[src/hw/rtl/pip_pkg.sv]
// shared constants and types for the point-in-polygon winding block
package pip_pkg;
   localparam int MAX_VERTICES = 32;
   localparam int COORD_BITS   = 16;
   localparam int BOARD_BITS   = 15;
   localparam int IDX_BITS     = $clog2(MAX_VERTICES);
   localparam int CNT_BITS     = $clog2(MAX_VERTICES + 1);
   localparam int OPND_BITS    = COORD_BITS + 1;
   localparam int PROD_BITS    = 2 * OPND_BITS;
   localparam int SUM_BITS     = PROD_BITS + 1;
   localparam int WIND_BITS    = $clog2(2 * MAX_VERTICES + 1) + 1;
   localparam int OUT_BITS     = 8;
   localparam int CSR_BITS     = 1;
   localparam int REQ_DATA_BITS = ((2 * COORD_BITS + 7) / 8) * 8;

   localparam logic [CSR_BITS-1:0] REG_BOARD_WIDTH  = 1'd0;
   localparam logic [CSR_BITS-1:0] REG_BOARD_HEIGHT = 1'd1;

   typedef enum logic [1:0] {
      CMD_CLEAR  = 2'd0,
      CMD_APPEND = 2'd1,
      CMD_TEST   = 2'd2
   } cmd_type;

   typedef struct packed {
      logic signed [COORD_BITS-1:0] y;
      logic signed [COORD_BITS-1:0] x;
   } vertex_type;
endpackage

[src/hw/rtl/pip_vram.sv]
// vertex memory, one write port and one registered read port
module pip_vram import pip_pkg::*; (
   input  logic                clock,
   input  logic                wr_en,
   input  logic [IDX_BITS-1:0] wr_addr,
   input  vertex_type          wr_data,
   input  logic [IDX_BITS-1:0] rd_addr,
   output vertex_type          rd_data
);
   vertex_type mem [MAX_VERTICES];
   vertex_type rd_data_ff;

   always_ff @(posedge clock) begin
      if (wr_en) begin
         mem[wr_addr] <= wr_data;
      end
      rd_data_ff <= mem[rd_addr];
   end

   assign rd_data = rd_data_ff;
endmodule

[src/hw/rtl/pip_mul.sv]
// shared signed multiplier with registered product
module pip_mul import pip_pkg::*; (
   input  logic                        clock,
   input  logic signed [OPND_BITS-1:0] op_a,
   input  logic signed [OPND_BITS-1:0] op_b,
   output logic signed [PROD_BITS-1:0] prod
);
   logic signed [PROD_BITS-1:0] prod_ff;

   always_ff @(posedge clock) begin
      prod_ff <= op_a * op_b;
   end

   assign prod = prod_ff;
endmodule

[src/hw/rtl/point_in_polygon_winding.sv]
// top level: polygon store, edge sequencer and crossing evaluation
//
//  channel  dir  handshake                 payload
//  req      in   req_tvalid / req_tready   tuser cmd, tdata coord_x, coord_y
//  rsp      out  rsp_tvalid / rsp_tready   tdata inside_res, winding
//  csr      in   csr_we                    csr_addr, csr_wdata
//
//  clear and append complete in the idle state; a test walks every edge in turn,
//  computing eight products per edge through the one shared multiplier plus fetch and
//  evaluation; a test on an empty polygon goes straight to the result.
//  reset empties the polygon and sets both board registers to 32767.
//  req_tready is low while a test runs and while a finished result waits for a
//  full output register.
module point_in_polygon_winding import pip_pkg::*; (
   input  logic                     clock,
   input  logic                     reset,
   input  logic                     req_tvalid,
   output logic                     req_tready,
   input  logic [1:0]               req_tuser,  // cmd
   input  logic [REQ_DATA_BITS-1:0] req_tdata,  // coord_x, coord_y
   output logic                     rsp_tvalid,
   input  logic                     rsp_tready,
   output logic [15:0]              rsp_tdata,  // inside_res, winding, zero fill
   input  logic                     csr_we,
   input  logic [CSR_BITS-1:0]      csr_addr,
   input  logic [BOARD_BITS-1:0]    csr_wdata
);
   typedef enum logic [2:0] {
      S_IDLE, S_LOAD0, S_FIRST, S_FETCH, S_GETB, S_MUL, S_EVAL, S_DONE
   } state_type;

   state_type                    state_ff;
   logic [CNT_BITS-1:0]          count_ff;
   logic [IDX_BITS-1:0]          idx_ff;
   logic [3:0]                   step_ff;
   logic signed [WIND_BITS-1:0]  wind_ff, wind_in;
   logic [BOARD_BITS-1:0]        width_ff, height_ff;
   logic signed [COORD_BITS-1:0] px_ff, py_ff;
   vertex_type                   va_ff, vb_ff, first_ff;
   logic signed [PROD_BITS-1:0]  prod_ff [8];
   logic                         rsp_valid_ff;
   logic                         rsp_inside_ff;
   logic [OUT_BITS-1:0]          rsp_wind_ff;

   logic                         req_fire;
   cmd_type                      cmd;
   vertex_type                   req_vtx, rd_vtx;
   logic                         wr_en;
   logic [IDX_BITS-1:0]          rd_addr;
   logic [CNT_BITS-1:0]          next_idx;
   logic                         last_edge;
   logic signed [OPND_BITS-1:0]  op_a, op_b, mul_a, mul_b;
   logic signed [PROD_BITS-1:0]  mul_p;
   logic signed [OPND_BITS-1:0]  dx, dy, sx, sy, ax, ay, hh, ww;
   logic signed [SUM_BITS-1:0]   v_d, v_tn, v_un, h_d, h_tn, h_un, s_sum;
   logic                         v_hit, h_hit;
   logic signed [WIND_BITS-1:0]  contrib;
   logic [OUT_BITS-1:0]          wind_sat;

   function automatic logic strict_in(input logic signed [SUM_BITS-1:0] tn,
                                      input logic signed [SUM_BITS-1:0] un,
                                      input logic signed [SUM_BITS-1:0] d);
      logic pos, neg;
      pos = (d > 0) && (tn > 0) && (tn < d) && (un > 0) && (un < d);
      neg = (d < 0) && (tn < 0) && (tn > d) && (un < 0) && (un > d);
      return pos || neg;
   endfunction

   assign req_tready = (state_ff == S_IDLE);
   assign req_fire   = req_tvalid && req_tready;
   assign cmd        = cmd_type'(req_tuser);
   assign req_vtx.x  = req_tdata[COORD_BITS-1:0];
   assign req_vtx.y  = req_tdata[2*COORD_BITS-1:COORD_BITS];
   assign wr_en      = req_fire && (cmd == CMD_APPEND) &&
                       (count_ff < CNT_BITS'(MAX_VERTICES));

   assign next_idx  = CNT_BITS'(idx_ff) + CNT_BITS'(1);
   assign last_edge = (next_idx >= count_ff);
   assign rd_addr   = (state_ff == S_FETCH) ? next_idx[IDX_BITS-1:0] : '0;

   pip_vram u_vram (
      .clock   (clock),
      .wr_en   (wr_en),
      .wr_addr (count_ff[IDX_BITS-1:0]),
      .wr_data (req_vtx),
      .rd_addr (rd_addr),
      .rd_data (rd_vtx)
   );

   assign dx = OPND_BITS'(va_ff.x) - OPND_BITS'(px_ff);
   assign dy = OPND_BITS'(va_ff.y) - OPND_BITS'(py_ff);
   assign sx = OPND_BITS'(vb_ff.x) - OPND_BITS'(va_ff.x);
   assign sy = OPND_BITS'(vb_ff.y) - OPND_BITS'(va_ff.y);
   assign ax = OPND_BITS'(va_ff.x);
   assign ay = OPND_BITS'(va_ff.y);
   assign hh = signed'({{(OPND_BITS-BOARD_BITS){1'b0}}, height_ff});
   assign ww = signed'({{(OPND_BITS-BOARD_BITS){1'b0}}, width_ff});

   always_comb begin
      case (step_ff)
         4'd0:    begin op_a = dx; op_b = sy; end
         4'd1:    begin op_a = ay; op_b = sx; end
         4'd2:    begin op_a = hh; op_b = sx; end
         4'd3:    begin op_a = dx; op_b = hh; end
         4'd4:    begin op_a = dy; op_b = sx; end
         4'd5:    begin op_a = ax; op_b = sy; end
         4'd6:    begin op_a = ww; op_b = sy; end
         4'd7:    begin op_a = dy; op_b = ww; end
         default: begin op_a = '0; op_b = '0; end
      endcase
   end

   assign mul_a = op_a;
   assign mul_b = op_b;

   pip_mul u_mul (
      .clock (clock),
      .op_a  (mul_a),
      .op_b  (mul_b),
      .prod  (mul_p)
   );

   always_comb begin
      v_d   = -SUM_BITS'(prod_ff[2]);
      v_tn  = SUM_BITS'(prod_ff[0]) - SUM_BITS'(prod_ff[1]);
      v_un  = SUM_BITS'(prod_ff[3]);
      h_d   = SUM_BITS'(prod_ff[6]);
      h_tn  = SUM_BITS'(prod_ff[5]) - SUM_BITS'(prod_ff[4]);
      h_un  = -SUM_BITS'(prod_ff[7]);
      s_sum = SUM_BITS'(prod_ff[0]) - SUM_BITS'(prod_ff[4]);
      v_hit = strict_in(v_tn, v_un, v_d);
      h_hit = strict_in(h_tn, h_un, h_d);
      contrib = (s_sum > 0) ? WIND_BITS'(1) : -WIND_BITS'(1);
      wind_in = wind_ff;
      if (v_hit) begin
         wind_in = wind_in + contrib;
      end
      if (h_hit) begin
         wind_in = wind_in + contrib;
      end
   end

   always_comb begin
      if (32'(wind_ff) > 32'sd127) begin
         wind_sat = 8'd127;
      end else if (32'(wind_ff) < -32'sd128) begin
         wind_sat = 8'h80;
      end else begin
         wind_sat = OUT_BITS'(32'(wind_ff));
      end
   end

   always_ff @(posedge clock) begin
      if (reset) begin
         state_ff     <= S_IDLE;
         count_ff     <= '0;
         idx_ff       <= '0;
         step_ff      <= '0;
         wind_ff      <= '0;
         width_ff     <= '1;
         height_ff    <= '1;
         rsp_valid_ff <= 1'b0;
      end else begin
         if (csr_we) begin
            case (csr_addr)
               REG_BOARD_WIDTH:  width_ff  <= csr_wdata;
               REG_BOARD_HEIGHT: height_ff <= csr_wdata;
               default: ;
            endcase
         end
         if (rsp_valid_ff && rsp_tready && (state_ff != S_DONE)) begin
            rsp_valid_ff <= 1'b0;
         end
         case (state_ff)
            S_IDLE: begin
               if (req_fire) begin
                  case (cmd)
                     CMD_CLEAR:  count_ff <= '0;
                     CMD_APPEND: begin
                        if (wr_en) begin
                           count_ff <= count_ff + CNT_BITS'(1);
                        end
                     end
                     CMD_TEST: begin
                        px_ff   <= req_vtx.x;
                        py_ff   <= req_vtx.y;
                        idx_ff  <= '0;
                        wind_ff <= '0;
                        state_ff <= (count_ff == '0) ? S_DONE : S_LOAD0;
                     end
                     default: ;
                  endcase
               end
            end
            S_LOAD0: state_ff <= S_FIRST;
            S_FIRST: begin
               va_ff    <= rd_vtx;
               first_ff <= rd_vtx;
               state_ff <= S_FETCH;
            end
            S_FETCH: state_ff <= S_GETB;
            S_GETB: begin
               vb_ff    <= last_edge ? first_ff : rd_vtx;
               step_ff  <= '0;
               state_ff <= S_MUL;
            end
            S_MUL: begin
               if (step_ff != 4'd0) begin
                  prod_ff[step_ff[2:0] - 3'd1] <= mul_p;
               end
               step_ff <= step_ff + 4'd1;
               if (step_ff == 4'd8) begin
                  state_ff <= S_EVAL;
               end
            end
            S_EVAL: begin
               wind_ff <= wind_in;
               if (last_edge) begin
                  state_ff <= S_DONE;
               end else begin
                  va_ff    <= vb_ff;
                  idx_ff   <= idx_ff + IDX_BITS'(1);
                  state_ff <= S_FETCH;
               end
            end
            S_DONE: begin
               if (!rsp_valid_ff || rsp_tready) begin
                  rsp_valid_ff  <= 1'b1;
                  rsp_inside_ff <= (wind_ff != '0);
                  rsp_wind_ff   <= wind_sat;
                  state_ff      <= S_IDLE;
               end
            end
            default: state_ff <= S_IDLE;
         endcase
      end
   end

   assign rsp_tvalid = rsp_valid_ff;
   assign rsp_tdata  = {7'd0, rsp_wind_ff, rsp_inside_ff};

   a_count_cap: assert property (@(posedge clock) disable iff (reset)
      count_ff <= CNT_BITS'(MAX_VERTICES))
      else $error("vertex count beyond capacity");
   a_busy_count: assert property (@(posedge clock) disable iff (reset)
      (state_ff != S_IDLE) |=> $stable(count_ff))
      else $error("vertex count changed during a test");
   a_idx_range: assert property (@(posedge clock) disable iff (reset)
      (state_ff == S_EVAL) |-> (CNT_BITS'(idx_ff) < count_ff))
      else $error("edge index past vertex count");
   a_wind_bound: assert property (@(posedge clock) disable iff (reset)
      (32'(wind_ff) <= 2 * MAX_VERTICES) && (32'(wind_ff) >= -2 * MAX_VERTICES))
      else $error("winding count out of range");
endmodule
[config.mk]
export PLATFORM = sky130hd
export DESIGN_NAME = point_in_polygon_winding
export DESIGN_NICKNAME = d
export VERILOG_FILES = /design/src/hw/rtl/pip_pkg.sv /design/src/hw/rtl/pip_vram.sv /design/src/hw/rtl/pip_mul.sv /design/src/hw/rtl/point_in_polygon_winding.sv
export SDC_FILE = /design/constraint.sdc
export NUM_CORES = 2
export LEC_CHECK = 0
export ABC_AREA = 1
export BUFFER_PORTS_ARGS = -buffer_cell sky130_fd_sc_hd__buf_2
export CAP_MARGIN = 20
export CELL_PAD_IN_SITES_DETAIL_PLACEMENT = 1
export CELL_PAD_IN_SITES_GLOBAL_PLACEMENT = 1
export CORE_MARGIN = 8
export CORE_UTILIZATION = 35
export CTS_CLUSTER_SIZE = 8
export DETAILED_ROUTE_END_ITERATION = 16
export PLACE_DENSITY = 0.7
export REMOVE_ABC_BUFFERS = 1
export SYNTH_ARGS = -nofsm -noshare
export SYNTH_HDL_FRONTEND = slang
export SYNTH_SLANG_ARGS = --single-unit
export TNS_END_PERCENT = 50
[constraint.sdc]
create_clock -name clock -period 9.6 [get_ports clock]
set_clock_uncertainty 0.05 [all_clocks]
set_input_delay 1.92 -clock clock [delete_from_list [all_inputs] [get_ports clock]]
set_output_delay 1.92 -clock clock [all_outputs]
set_load 0.05 [all_outputs]
==> reports/qor_table.md <==
| Step | Parameter | This run |
|:---|:---|:---|
| sta | Shortest period the worst path allows | 8940 ps |
| yosys | YS warnings | 0 |
| worst hold path | Worst hold-check path type | flop to flop |
| clock tree | Root Buffer | sky130_fd_sc_hd__clkbuf_16 |
| finish | Net count, final | 9636 |
| drt | Drt pass-1 iters | 5 |
| drt | Wire length per cell | 24.3 um |
| sta | Setup_tns | 0 ps |
| yosys | Most instantiated library cell after synthesis | sky130_fd_sc_hd__nand2_1 |
| setup path | Worst Path Class, Setup | flop to flop |
| yosys | Largest cells by area after synthesis | sky130_fd_sc_hd__edfxtp_1 (49%), sky130_fd_sc_hd__nand2_1 (8.1%), sky130_fd_sc_hd__fa_1 (7.0%) |
| clock tree | # H-tree levels | 4 |
| setup path | Slack of the worst reg-to-reg path | 660 ps |
| clock tree | Clock buffers created by TritonCTS | 215 |
| drt | DRC errors left | 0 |
| drt | Met3 routed wirelength | 15900 um |
| sta | Count of final setup violators | 0 |
| sta | Number of slew-limit violations in the final report | 0 |
| yosys | Cell taking the most area after synthesis | sky130_fd_sc_hd__edfxtp_1 |
| floorplanning | Core footprint | 0.248 mm2 |
| clock tree | Number of sinks driven by the clock tree | 1556 |
| yosys | Area share of fa/ha/maj cells after synthesis | 0.131 |
| run status | Outcome | completed |
| yosys | Post-Synth Simple-Gate Area | 0.141 |
| yosys | Most frequently used flop master after synthesis | sky130_fd_sc_hd__edfxtp_1 |
| place | Hpwl dp | 202000 um |
| setup path | Worst EP required | 10240 ps |
| clock tree | Hold bufs inserted after CTS | 0 |
| sta | Highest clock frequency the design can meet | 112 MHz |
| setup path | Slowest library cell on the worst path | sky130_fd_sc_hd__fa_1 |
| drt | Top Metal Used | met5 |
| clock tree | Number of buffers on the longest clock path | 3 |
| drt | Vias per inst | 5.33 |
| yosys | Post-synthesis compound-gate area fraction | 0.110 |
| global routing | Via count of the first global-routing pass | 70359 |
| clock tree | TritonCTS clock tree | built |
| global routing | Global-route usage over all layers | 0.221 |
| drt | Metal2 WL | 145000 um |
| finish | Fraction of final layout cells with drive strength greater than 1 | 0.0704 |
| global routing | Global-route wire length before repair | 446000 um |
| setup path | Largest delay share family, worst path | adder cells |
| yosys | Largest family of logic cells by synthesized area | simple AND/OR/NAND/NOR gates |
| drt | Final antenna-violating net count | 0 |
| yosys | Syn_area_per_cell | 9.94 um2 |
| global routing | Leftover overflow at the end of global routing | 0 |
| setup path | Worst Path Buf+Inv | 8 |
| yosys | EDFF count, synth | 1433 |
| yosys | Fraction of registers with async set or reset after synthesis | 0 |
| finish | Area growth from synthesis to final layout | 12.6% |
| yosys | Proportion of synthesized area in mux cells | 0.00827 |
| drt | Routed wire length | 301000 um |
| setup path | Element type at the critical path start | flop |
| setup path | Cell repeated most along the worst path | sky130_fd_sc_hd__inv_1 |
| yosys | Synth top area share | 0.494 |
| yosys | Commonest cells in the netlist | sky130_fd_sc_hd__nand2_1 (1889), sky130_fd_sc_hd__edfxtp_1 (1433), sky130_fd_sc_hd__inv_1 (1342), sky130_fd_sc_hd__a21oi_1 (584), sky130_fd_sc_hd__nor2_1 (532) |
| sta | Period Utilization, post-route | 0.931 |
| setup path | Type of destination of the critical path | flop |
| setup path | CP Max Fanout | 11 |
| sta | Setup repair after global routing missed its margin | false |
| clock tree | Setup repair bufs after CTS | 0 |
| clock tree | Post-cts gate resize count | 0 |
| clock tree | Register clock-pin slew on the reported worst setup and hold paths | 50 ps |
| job | MaxCap Viol Count | 0 |
| drt | Total number of vias | 65839 |
| sta | Final hold violations | 0 |
| floorplanning | X dimension of the die | 515 um |
| yosys | Sequential share of the synthesized area | 0.522 |
| setup path | Largest stage delay, worst path | 720 ps |
| floorplanning | Vert. Die Dim | 515 um |
| floorplanning | Standard-cell rows | 183 |
| drt | Initial drt markers | 5171 |
| place | Gp weighted congestion | 0.929 |
| drt | Metal1 wirelength | 125000 um |
| place | Number of I/O port buffers | 65 |
| floorplanning | Area enclosed by the die boundary | 0.265 mm2 |
| floorplanning | Initial Utilization | 0.351 |
| yosys | XOR/XNOR share of the synthesized area | 0.0137 |
| clock tree | Skew-Pair Late Insertion Delay | 930 ps |
| global routing | Number of antenna violations at the first check in global routing | 30 |
| sta | Pin slew with the least headroom to its limit | 1180 ps |
| yosys | Yosys cell types | 72 |
| sta | Max transition margin | 0.215 |
| yosys | Seq cells post-synth | 1556 |
| yosys | Cell area after synthesis | 0.0872 mm2 |
| finish | Fill count | 27929 |
| yosys | Post-Syn Instances | 8774 |
| floorplanning | Top-Level Pins | 73 |
| setup path | Arrival time reported for the critical path endpoint | 9580 ps |
| global routing | Maximum number of pins on one net before global-route repair | 166 |
## final timing paths
| check | end | start | depth (start not counted) |
|---|---|---|---|
| worst max-delay path | u_mul.prod[32] | ax[0] | 36 |
| worst min-delay path | first_ff[18] | u_vram.rd_data[18] | 0 |
| worst max register to register | u_mul.prod[32] | ax[0] | 36 |
| worst min register to register | first_ff[18] | u_vram.rd_data[18] | 0 |
## final cells by class
cell class                 count  area, um2  share of cell area
clock inverter                17        459             0.00468
inverter                    1369       5160              0.0526
sequential                  1556      45500               0.463
tap                         3330       4170              0.0424
antenna                       10       25.0            0.000255
multi-input combinational   5538      35600               0.363
timing repair buffer         170       1210              0.0124
clock buffer                 371       6050              0.0616
## per-stage QoR
| stage | area, um2 | utilization | setup slack, ps | instances | hold WS [ps] |
|---|---|---|---|---|---|
| floorplan | 85900 | - | -15790 | 8463 | 358 |
| detailed placement | 91700 | 0.369 | 744 | 11962 | 382 |
| global route | 98200 | 0.396 | 91.3 | 12352 | 345 |
| finish | 98200 | 0.396 | 658 | 12361 | 345 |
| CTS | 98200 | 0.395 | 688 | 12350 | 330 |
| global placement | 91700 | 0.369 | 748 | 11962 | 365 |
## cell families (layout without fill, tap and decap cells)
| group | after synthesis | in the layout |
|---|---|---|
| AO/OA/AOI/OAI | 1622 | 1622 |
| XOR/XNOR | 136 | 136 |
| adder cells (fa/ha/maj) | 731 | 731 |
| buffers and inverters | 1686 | 1927 |
| flip-flops | 1556 | 1556 |
| multiplexers | 64 | 64 |
| other | 1 | 17 |
| AND/OR/NAND/NOR | 2978 | 2978 |
## flip-flops by register name (all words and copies together) (netlist names), 6 cells and up
register / count
ay: 16
ax: 16
u_vram.mem: 1024
count_ff: 6
u_vram.rd_data: 32
height_ff: 15
vb_ff: 32
u_mul.prod: 34
px_ff: 16
first_ff: 32
wind_ff: 8
rsp_wind_ff: 8
py_ff: 16
prod_ff: 272
width_ff: 15
## per-layer routing
layer | vias to the layer above | global-route usage
li1 | 29983 | -
met1 | 33255 | 0.277
met2 | 1978 | 0.380
met3 | 613 | 0.0305
met4 | 10 | 0.0963
met5 | - | 0
## cells in the final DEF (no fill, tap or decap), drive strengths merged, types with 7 or more instances in the layout
cell	n
nor3	60
dfxtp	123
and2	7
fa	306
inv	1362
nand3	300
a31oi	54
o21bai	15
o22ai	316
nand4	79
diode	10
a21oi	593
nor4	34
clkinv	23
buf	170
o211ai	36
o2111ai	12
nand3b	11
nor2	564
or2	12
o21a	8
a221oi	15
o221ai	8
a211oi	9
nand2	1903
conb	7
o21ai	385
clkbuf	371
mux2	64
ha	425
o2bb2ai	128
xor2	103
a21o	13
xnor2	33
edfxtp	1433
Power is not shown: default switching activity piles up to over one toggle a cycle in this logic, so the estimate is an artifact.
